===== config.mk =====
export PLATFORM = sky130hd
export DESIGN_NAME = fprpf_sqrt
export DESIGN_NICKNAME = d
export VERILOG_FILES = /design/src/rtl/fprpf_pkg.sv /design/src/rtl/fprpf_sqrt.sv
export SDC_FILE = /design/constraint.sdc
export NUM_CORES = 1
export LEC_CHECK = 0
export BUFFER_PORTS_ARGS = -buffer_cell sky130_fd_sc_hd__buf_2
export CORE_ASPECT_RATIO = 1.5
export CORE_MARGIN = 2
export CORE_UTILIZATION = 43
export DETAILED_ROUTE_END_ITERATION = 8
export MAX_ROUTING_LAYER = met4
export PLACE_DENSITY = 0.67
export SKIP_CTS_REPAIR_TIMING = 1
export SYNTH_ARGS = -nofsm -noshare
export SYNTH_HDL_FRONTEND = slang
export SYNTH_SLANG_ARGS = --single-unit

===== constraint.sdc =====
create_clock -name i_clk -period 4.2 [get_ports i_clk]
set_clock_uncertainty 0.2 [all_clocks]
set_input_delay 0.84 -clock i_clk [delete_from_list [all_inputs] [get_ports i_clk]]
set_output_delay 0.84 -clock i_clk [all_outputs]
set_load 0.01 [all_outputs]

===== src/rtl/fprpf_pkg.sv =====
package fprpf_pkg;

    localparam int MAX_PRIMARIES_DEF = 64;
    localparam int COORD_BITS_DEF    = 24;
    localparam int COUNT_BITS_DEF    = 16;

    localparam int POS_W      = 24;
    localparam int SEL_W      = 32;
    localparam int GIDX_W     = 24;
    localparam int RANK_W     = 8;
    localparam int SLOT_W     = 6;
    localparam int DIST_W     = 24;
    localparam int MCNT_W     = 16;
    localparam int CFG_IDX_W  = 2;
    localparam int CFG_DATA_W = 32;

    // radius is 24 bits, so any match has a squared distance below 2^48
    localparam int RAD_W  = 2 * DIST_W;
    localparam int ROOT_W = DIST_W;

    typedef enum logic [1:0] {
        OP_LOAD   = 2'd0,
        OP_SEARCH = 2'd1,
        OP_CLEAR  = 2'd2
    } t_op;

    typedef enum logic [CFG_IDX_W-1:0] {
        CFG_MIN_SEL  = 2'd0,
        CFG_MAX_SEL  = 2'd1,
        CFG_MAX_DIST = 2'd2
    } t_cfg_idx;

    typedef struct packed {
        t_op                op;
        logic [POS_W-1:0]   pos_x;
        logic [POS_W-1:0]   pos_y;
        logic [POS_W-1:0]   pos_z;
        logic [SEL_W-1:0]   selection;
        logic [GIDX_W-1:0]  galaxy_index;
        logic [RANK_W-1:0]  origin_rank;
    } t_in_item;

    typedef struct packed {
        logic [SLOT_W-1:0]  primary_slot;
        logic [RANK_W-1:0]  primary_rank;
        logic [GIDX_W-1:0]  secondary_index;
        logic [DIST_W-1:0]  pair_distance;
        logic [MCNT_W-1:0]  match_count;
        logic               last;
    } t_out_item;

    typedef struct packed {
        logic [CFG_IDX_W-1:0]  index;
        logic [CFG_DATA_W-1:0] data;
    } t_cfg_item;

endpackage


===== src/rtl/fprpf_sqrt.sv =====
module fprpf_sqrt (
    input  logic                           i_clk,
    input  logic                           i_rst_n,
    input  logic                           i_start,
    input  logic [fprpf_pkg::RAD_W-1:0]    i_radicand,
    output logic                           o_done,
    output logic [fprpf_pkg::ROOT_W-1:0]   o_root
);
    import fprpf_pkg::*;

    localparam int REM_W = ROOT_W + 2;
    localparam int CNT_W = $clog2(ROOT_W);

    logic             r_busy;
    logic             r_done;
    logic [CNT_W-1:0] r_cnt;
    logic [RAD_W-1:0] r_rad;
    logic [REM_W-1:0] r_rem;
    logic [ROOT_W-1:0] r_root;

    logic [REM_W-1:0] rem_sh;
    logic [REM_W-1:0] trial;
    logic             take;

    // restoring square root, one result bit per cycle
    always_comb begin
        rem_sh = {r_rem[REM_W-3:0], r_rad[RAD_W-1 -: 2]};
        trial  = {r_root, 2'b01};
        take   = rem_sh >= trial;
    end

    always_ff @(posedge i_clk) begin
        if (!i_rst_n) begin
            r_busy <= 1'b0;
            r_done <= 1'b0;
            r_cnt  <= '0;
        end else begin
            r_done <= r_busy && !i_start && (r_cnt == CNT_W'(ROOT_W - 1));
            if (i_start) begin
                r_busy <= 1'b1;
                r_cnt  <= '0;
                r_rad  <= i_radicand;
                r_rem  <= '0;
                r_root <= '0;
            end else if (r_busy) begin
                r_rad  <= {r_rad[RAD_W-3:0], 2'b00};
                r_rem  <= take ? rem_sh - trial : rem_sh;
                r_root <= {r_root[ROOT_W-2:0], take};
                r_cnt  <= r_cnt + 1'b1;
                if (r_cnt == CNT_W'(ROOT_W - 1)) begin
                    r_busy <= 1'b0;
                end
            end
        end
    end

    assign o_done = r_done;
    assign o_root = r_root;

endmodule


## After elaboration in Yosys (flattened, before gate mapping)

Cells that the tools add are included.

- Bits in registers: 103

- Add/sub/neg operators: 2
- Eq/ne operators: 1
- Order comparisons: 1
- Reductions and logical operators: 6
- Mux-type cells: 8
- Bitwise logic cells: 1

Operators by type and width:

| kind | number |
|---|---|
| two-way mux 48 bit | 2 |
| two-way mux 24 bit | 3 |
| greater-or-equal comparator 26 bit | 1 |
| subtractor 24 bit | 1 |
| adder 5 x 1 -> 5 bit, second input constant | 1 |
| == test 5 bit, second input constant | 1 |
| two-way mux 1 bit | 3 |
| logical AND 1 bit | 2 |
| AND reduction 2 bit | 1 |
| nonzero test 2 bit | 1 |
| OR reduction 2 bit | 1 |
| zero test 1 bit | 1 |
| inverter 1 bit | 1 |

## Logic depth before layout (Yosys ltp)

Gate-level depths: netlist of the first run.

- Word-level depth: 4
- Depth in mapped cells: 11
- Depth with buffers taken out: 10

## Worst setup path before layout of the first run

OpenSTA, ideal clock, no wires.

- Path type: input to register
- Start point: in i_start
- End point: reg r_root[0], in the netlist o_root[0], enable pin
- Cell stages on the path: 4
- Required time: 3.551 ns
- Data arrival time: 3.358 ns
- Setup slack: 0.193 ns
- Cell sequence: clkbuf_1 -> buf_1 -> o21ai_0 -> inv_1

- Longest elaborated chain between the ends: 2

Ends and longest elaborated chain:

| item | line | source |
|---|---|---|
| from (decl) | fprpf_sqrt.sv:4 | `input logic i_start,` |
| nonzero test 2 bit (no line) | -- |  |
| AND reduction 2 bit (no line) | -- |  |
| to (signal assigned) | fprpf_sqrt.sv:48 | `r_root <= {r_root[ROOT_W-2:0], take};` |
| to (decl) | fprpf_sqrt.sv:19 | `logic [ROOT_W-1:0] r_root;` |

No other way between the ends.
A chain may end at the register's enable or synchronous reset.

## Worst setup path in the final report of the first run

- Start point: reg r_root[0], in the netlist o_root[0]
- End point: reg r_rem[19] (data pin)

- Longest elaborated chain between the ends: 3

Ends and longest elaborated chain:

| item | line | source |
|---|---|---|
| subtractor 24 bit or greater-or-equal comparator 26 bit (tied branches) | fprpf_sqrt.sv:47, fprpf_sqrt.sv:29 |  |
| two-way mux 24 bit (*) | fprpf_sqrt.sv:47 | `r_rem <= take ? rem_sh - trial : rem_sh;` |
| two-way mux 24 bit (*) | fprpf_sqrt.sv:45 | `end else if (r_busy) begin` |
| to (signal assigned) | fprpf_sqrt.sv:47 |  |
| to (decl) | fprpf_sqrt.sv:18 | `logic [REM_W-1:0] r_rem;` |

Every way passes the cells marked *; elsewhere a longest branch is shown, timed or not. The select of a mux whose other input is x is not followed.

==> impl_results.md, run 1 <==
* FILL cells at 1209
* Critical-path top delay cell: a31oi_2
* Post-Synthesis Mean Instance Area at 11.5 um^2
* GR Util All Layers at 0.172
* DRC at 0
* Distinct cells, synth at 49
* R2R Setup Slk at 0.75 ns
* Initial Util at 0.437
* Worst setup EP type: flop
* Final setup violation count at 0
* Via density at 5.58
* DRT antenna net count at 0
* Clock buffer count from CTS at 9
* Pwr Density at 400 nW/um^2
* Ant diodes at 0
* Routability Congestion at 0.879
* Syn nets at 569
* FFs w/ async S/R, synth at 0
* H-tree depth at 3
* Core Region at 12900 um^2
* Worst-path clk slew at 0.08 ns
* Hold Path Cell Cnt at 1
* Fmax at 290 MHz
* Pwr Total at 2.58 mW
* Hold_sp: r_cnt[2]
* Seq/Total Area, Yosys at 0.537
* Worst Hold Path EP: r_busy
* Drt pass-1 iters at 4
* I/O pin total at 76
* Initial antenna violation count at 0
* Post-Synthesis Cells at 491
* WP data required at 4.07 ns
* Clock insertion delay at the later pin of the skew report at 0.35 ns
* Setup TNS at 0 ns
* Crit path arrival time at 3.32 ns
* Yosys reg bits at 103
* Startpoint types: flop
* Largest net degree at the start of global routing at 69
* Status: finished clean
* Nets@finish at 637
* Peak VDD IR at 0.000208 V
* Die Width at 97.5 um
* Cell area after synthesis at 5630 um^2
* Chip Height at 144 um
* Fin crit share at 0.822
* Worst-path fanout max at 23
* Clock Sinks at 103
* Most used flip-flop cell after synthesis: edfxtp_1
* IO buf count at 75
* Non-filler cells in the finished layout at 723
* RSZ-0062 raised after global routing: false
* Clk buf depth at 2
* Leakage at 2.58 nW
* Max-slew violations at 0
* Routed via count at 4037
* Root Buffer: clkbuf_16
* Iter 0 DRT Violations at 255
* EDFF count, synth at 96
* Most frequent cells in the layout: 96 x edfxtp_1, 74 x buf_2, 47 x a21oi_1, 46 x mux2_2, 37 x nor2_1
* Most common cell after layout, fill and taps aside: edfxtp_1
* Vias in the first global route at 4072
* Crit path cell chain: inv_1 -> ha_1 -> nor2b_1 -> o31a_1 -> o21a_1 -> or2_4 -> a311oi_4 -> a31oi_2 -> o211ai_1 -> a21oi_1
* GRT overflow at 0
* Wire length per cell at 16.1 um
* CTS tree: done
* Worst R2R End: r_rem[19]
* Placed insts at 707
* Least-Margin Pin Slew at 1.13 ns
* Worst min path class: flop to flop
* Share of cells above drive strength 1 at 0.266
* Area taken by flip-flops and latches at 3020 um^2
* WS Path Type: flop to flop
* First-pass GRT wire length at 19100 um
* Max stage delay on crit path at 0.47 ns
* Relative slew slack at 0.248
* FF-to-FF path depth at 10
* Ys Warns at 0
* Final Util at 0.499
* Min cycle time layout at 3.45 ns
* Max Cap Violations at 0
* Row count at 51
* Dpl hpwl at 8030 um
* Multi-input gate area at 2380 um^2
* Hold Vio Cnt, Final at 0
* Final wirelength at 11700 um
* R2R Path Start: o_root[0]
* Full die area at 14100 um^2
* P&R area growth vs syn at 14.2%
layer usage:
layer  global-route usage  wire (um)  vias to the layer above
met5                    -          0                        -
met4               0.0636        272                        0
met3               0.0387        583                       23
met2                0.304       6040                      108
met1                0.192       4770                     1939
li1                     -          -                     1967
power breakdown:
| group | internal [mW] | switching (mW) |
|---|---|---|
| clock network | 0.416 | 0.412 |
| registers | 1.21 | 0.0285 |
| logic | 0.219 | 0.290 |
| total | 1.85 | 0.730 |
stage by stage:
step | hold WS [ns] | setup slack, ns | area, um^2
CTS | 0.334 | 0.759 | 6440
global route | 0.354 | 0.541 | 6440
finish | 0.341 | 0.746 | 6440
global placement | 0.284 | 0.863 | 6140
floorplan | 0.272 | 0.193 | 5630
detailed placement | 0.317 | 0.748 | 6140
sequential cells by signal, indices dropped and copies added, names as in the netlist:
name,flops
o_done,1
o_root,24
r_busy,1
r_cnt,5
r_rad,48
r_rem,24
cell usage after synthesis, types with 2 or more instances:
| library cell | n | share of area |
|---|---|---|
| dfxtp_1 | 7 | 0.025 |
| xnor2_1 | 10 | 0.016 |
| buf_1 | 4 | 0.0027 |
| mux2_2 | 46 | 0.092 |
| a31oi_1 | 3 | 0.0033 |
| a21boi_0 | 2 | 0.0027 |
| nor4_1 | 2 | 0.0022 |
| buf_6 | 3 | 0.0060 |
| a31o_2 | 3 | 0.0047 |
| edfxtp_1 | 96 | 0.51 |
| nand3_1 | 24 | 0.021 |
| mux2i_1 | 2 | 0.0036 |
| o21ai_1 | 3 | 0.0027 |
| and4_1 | 3 | 0.0047 |
| a211oi_1 | 2 | 0.0027 |
| nor2b_1 | 2 | 0.0022 |
| or3_1 | 2 | 0.0022 |
| clkbuf_1 | 12 | 0.0080 |
| and2_1 | 7 | 0.0078 |
| o2111ai_1 | 2 | 0.0031 |
| inv_1 | 36 | 0.024 |
| o21bai_1 | 2 | 0.0027 |
| a21oi_1 | 47 | 0.042 |
| nor3_1 | 6 | 0.0053 |
| nand2_1 | 13 | 0.0087 |
| and3_1 | 9 | 0.010 |
| nor2_1 | 37 | 0.025 |
| xor2_1 | 7 | 0.011 |
| a21o_1 | 12 | 0.016 |
| o21ai_0 | 30 | 0.027 |
| ha_1 | 27 | 0.060 |
| o21a_1 | 2 | 0.0027 |
| nand4_1 | 4 | 0.0044 |
| o22ai_1 | 4 | 0.0044 |
| o211ai_1 | 6 | 0.0080 |
critical path, delay by kind of cell, from the launching register on:
family                     cells  cell delay, ns
and+or+nand+nor                2            0.43
adders and majority gates      1            0.28
AOI/OAI and AO/OA              6            1.75
DFF                            1            0.41
buffers and inverters          1            0.10
worst max path at each step:
stage	start	end	slack [ns]	cells past startpoint
2_1_floorplan	i_start	o_root[0]	0.19	4
3_3_place_gp	o_root[0]	r_rem[3]	0.86	10
3_5_place_dp	o_root[0]	r_rem[3]	0.75	10
4_1_cts	o_root[0]	r_rem[3]	0.76	10
5_1_grt	o_root[0]	r_rem[6]	0.54	10
6_report	o_root[0]	r_rem[19]	0.75	10
final cells by class:
| cell class | count | area share |
|---|---|---|
| multi-input cells | 332 | 0.370 |
| clock buffers | 9 | 0.0350 |
| repair buffers | 77 | 0.0630 |
| flip-flops and latches | 103 | 0.470 |
| clock inverters | 7 | 0.0103 |
| well taps | 159 | 0.0309 |
| inverters | 36 | 0.0212 |
cells by family after synthesis:
kind of cell,synth area share
AO/OA/AOI/OAI,0.141
AND/OR/NAND/NOR,0.0990
flip-flops,0.537
buffers and inverters,0.0415
multiplexers,0.0955
adder cells (fa/ha/maj),0.0600
XOR/XNOR,0.0264
(Power assumes the default switching activity.)
==> run 2: changes to the inputs <==
- clock period: 4.2 -> 2.9 ns (I/O delays scaled with it)
==> impl_results.md, run 2 (synthesis gave the netlist of run 1 again) <==
* Routed via count at 4223 (+4.6%)
* Most frequent cells in the layout: 96 x edfxtp_1, 74 x buf_2, 56 x buf_4, 46 x mux2_2, 38 x a21oi_1
* Placed insts at 768 (+8.6%)
* IO buf count at 75 (unchanged)
* Clock insertion delay at the later pin of the skew report at 0.35 ns (about the same)
* Worst setup EP type: flop
* H-tree depth at 3 (unchanged)
* Hold_ws at 0.308 ns (-0.0337 ns)
* Clock Sinks at 103 (unchanged)
* FILL cells at 1157 (-4.3%)
* I/O pin total at 76 (unchanged)
* Final wirelength at 12400 um (+6.5%)
* Wire length per cell at 15.8 um (-2.0%)
* Max Cap Violations at 0 (unchanged)
* Worst-path clk slew at 0.07 ns (about the same)
* Ant diodes at 0 (unchanged)
* DRT antenna net count at 0 (unchanged)
* Relative slew slack at 0.729 (+0.481)
* Most common cell after layout, fill and taps aside: edfxtp_1
* CTS tree: done
* Initial antenna violation count at 0 (unchanged)
* Worst min path class: input pin to flop
* DRC at 0 (unchanged)
* Violated checks: setup timing
* Crit path cell chain: inv_2 -> ha_4 -> nor2b_4 -> o31a_1 -> o21a_1 -> or2_4 -> a311oi_4 -> buf_4 -> a31o_4 -> a21oi_4 -> a31o_2
* Root Buffer: clkbuf_16
* Startpoint types: flop
* Min cycle time layout at 3.04 ns (-0.412 ns)
* Clk buf depth at 2 (unchanged)
* Largest Register: r_rad
* WP data required at 2.81 ns (-1.26 ns)
* Full die area at 14100 um^2 (unchanged)
* Fin crit share at 1.05 (+0.227)
* Core Region at 12900 um^2 (unchanged)
* Dpl hpwl at 9060 um (+13%)
* Iter 0 DRT Violations at 140 (-45%)
* Pre-CTS WS at -0.147 ns (-0.896 ns)
* CP bufs+invs at 2 (+1)
* Final setup violation count at 25 (+25)
* RSZ-0062 raised after global routing: true
* Crit path arrival time at 2.95 ns (-0.37 ns)
* Peak VDD IR at 0.000420 V (+100%)
* Status: finished with violations
* Chip Height at 144 um (unchanged)
* Setup WS post-layout at -0.142 ns (-0.888 ns)
* Leakage at 2.94 nW (+14%)
* Least-Margin Pin Slew at 0.407 ns (-0.718 ns)
* Hold Vio Cnt, Final at 0 (unchanged)
* Vias in the first global route at 4354 (+6.9%)
* Delay-heaviest family, CP: compound AO/OA/AOI/OAI gates
* Via density at 5.37 (-3.8%)
* Row count at 51 (unchanged)
* Setup TNS at -2.29 ns (-2.29 ns)
* Routability Congestion at 0.911 (+3.6%)
* Fmax at 329 MHz (+14%)
* Pwr Density at 563 nW/um^2 (+41%)
* Largest net degree at the start of global routing at 71 (+2.9%)
* Max FFs per register at 48 (unchanged)
* Worst-path fanout max at 8 (-65%)
* Share of cells above drive strength 1 at 0.375 (+0.109)
* Pwr Total at 4.02 mW (+56%)
* Non-filler cells in the finished layout at 786 (+8.7%)
* Drt pass-1 iters at 5 (+1)
* Critical-path top delay cell: edfxtp_1
* First-pass GRT wire length at 20100 um (+4.9%)
* GR Util All Layers at 0.181 (+0.00905)
* WS Path Type: flop to flop
* Clock buffer count from CTS at 9 (unchanged)
* GRT overflow at 0 (unchanged)
* Max stage delay on crit path at 0.41 ns (-0.06 ns)
* Initial Util at 0.437 (unchanged)
* Nets@finish at 700 (+9.9%)
* P&R area growth vs syn at 26.6%
* Die Width at 97.5 um (unchanged)
* Max-slew violations at 0 (unchanged)
* Area taken by flip-flops and latches at 3020 um^2 (unchanged)
* Multi-input gate area at 2520 um^2 (+5.9%)
run 2: final timing paths:
| check | startpoint | endpoint | slack [ns] | cells past startpoint |
|---|---|---|---|---|
| max | o_root[0] | r_rem[20] | -0.14 | 11 |
| min | i_rst_n | r_busy | 0.31 | 3 |
| max reg2reg | o_root[0] | r_rem[20] | -0.14 | 11 |
| min reg2reg | r_cnt[2] | r_busy | 0.34 | 1 |
run 2: worst register-to-register path: stages (launching register included):
cell and delay (ns):
edfxtp_1 0.41, inv_2 0.10, ha_4 0.20, nor2b_4 0.12, o31a_1 0.26, o21a_1 0.19
or2_4 0.24, a311oi_4 0.34, buf_4 0.18, a31o_4 0.25, a21oi_4 0.09, a31o_2 0.21
run 2: layout make-up:
| class | instances | share of cell area |
|---|---|---|
| well taps | 159 | 0.0279 |
| clock buffers | 9 | 0.0316 |
| multi-input cells | 332 | 0.354 |
| inverters | 36 | 0.0195 |
| clock inverters | 7 | 0.0135 |
| flip-flops and latches | 103 | 0.424 |
| repair buffers | 140 | 0.130 |
run 2: per-layer routing:
metal | wire length [um] | GRT usage | vias up
met5 | 0 | - | -
met4 | 271 | 0.0724 | 0
met3 | 460 | 0.0295 | 20
met2 | 6620 | 0.333 | 90
met1 | 5070 | 0.196 | 2026
li1 | - | - | 2087
run 2: report_power, final:
group	total (mW)	switching, mW	internal [mW]
Clock	1.30	0.604	0.699
Combinational	0.914	0.467	0.447
Sequential	1.80	0.0462	1.75
Total	4.02	1.12	2.90
run 2: stage by stage:
stage	instance area [um^2]	util
after floorplan	5720	-
after global placement	6680	0.518
after detailed placement	6680	0.518
after CTS	7000	0.543
after global routing	7130	0.553
final	7130	0.553
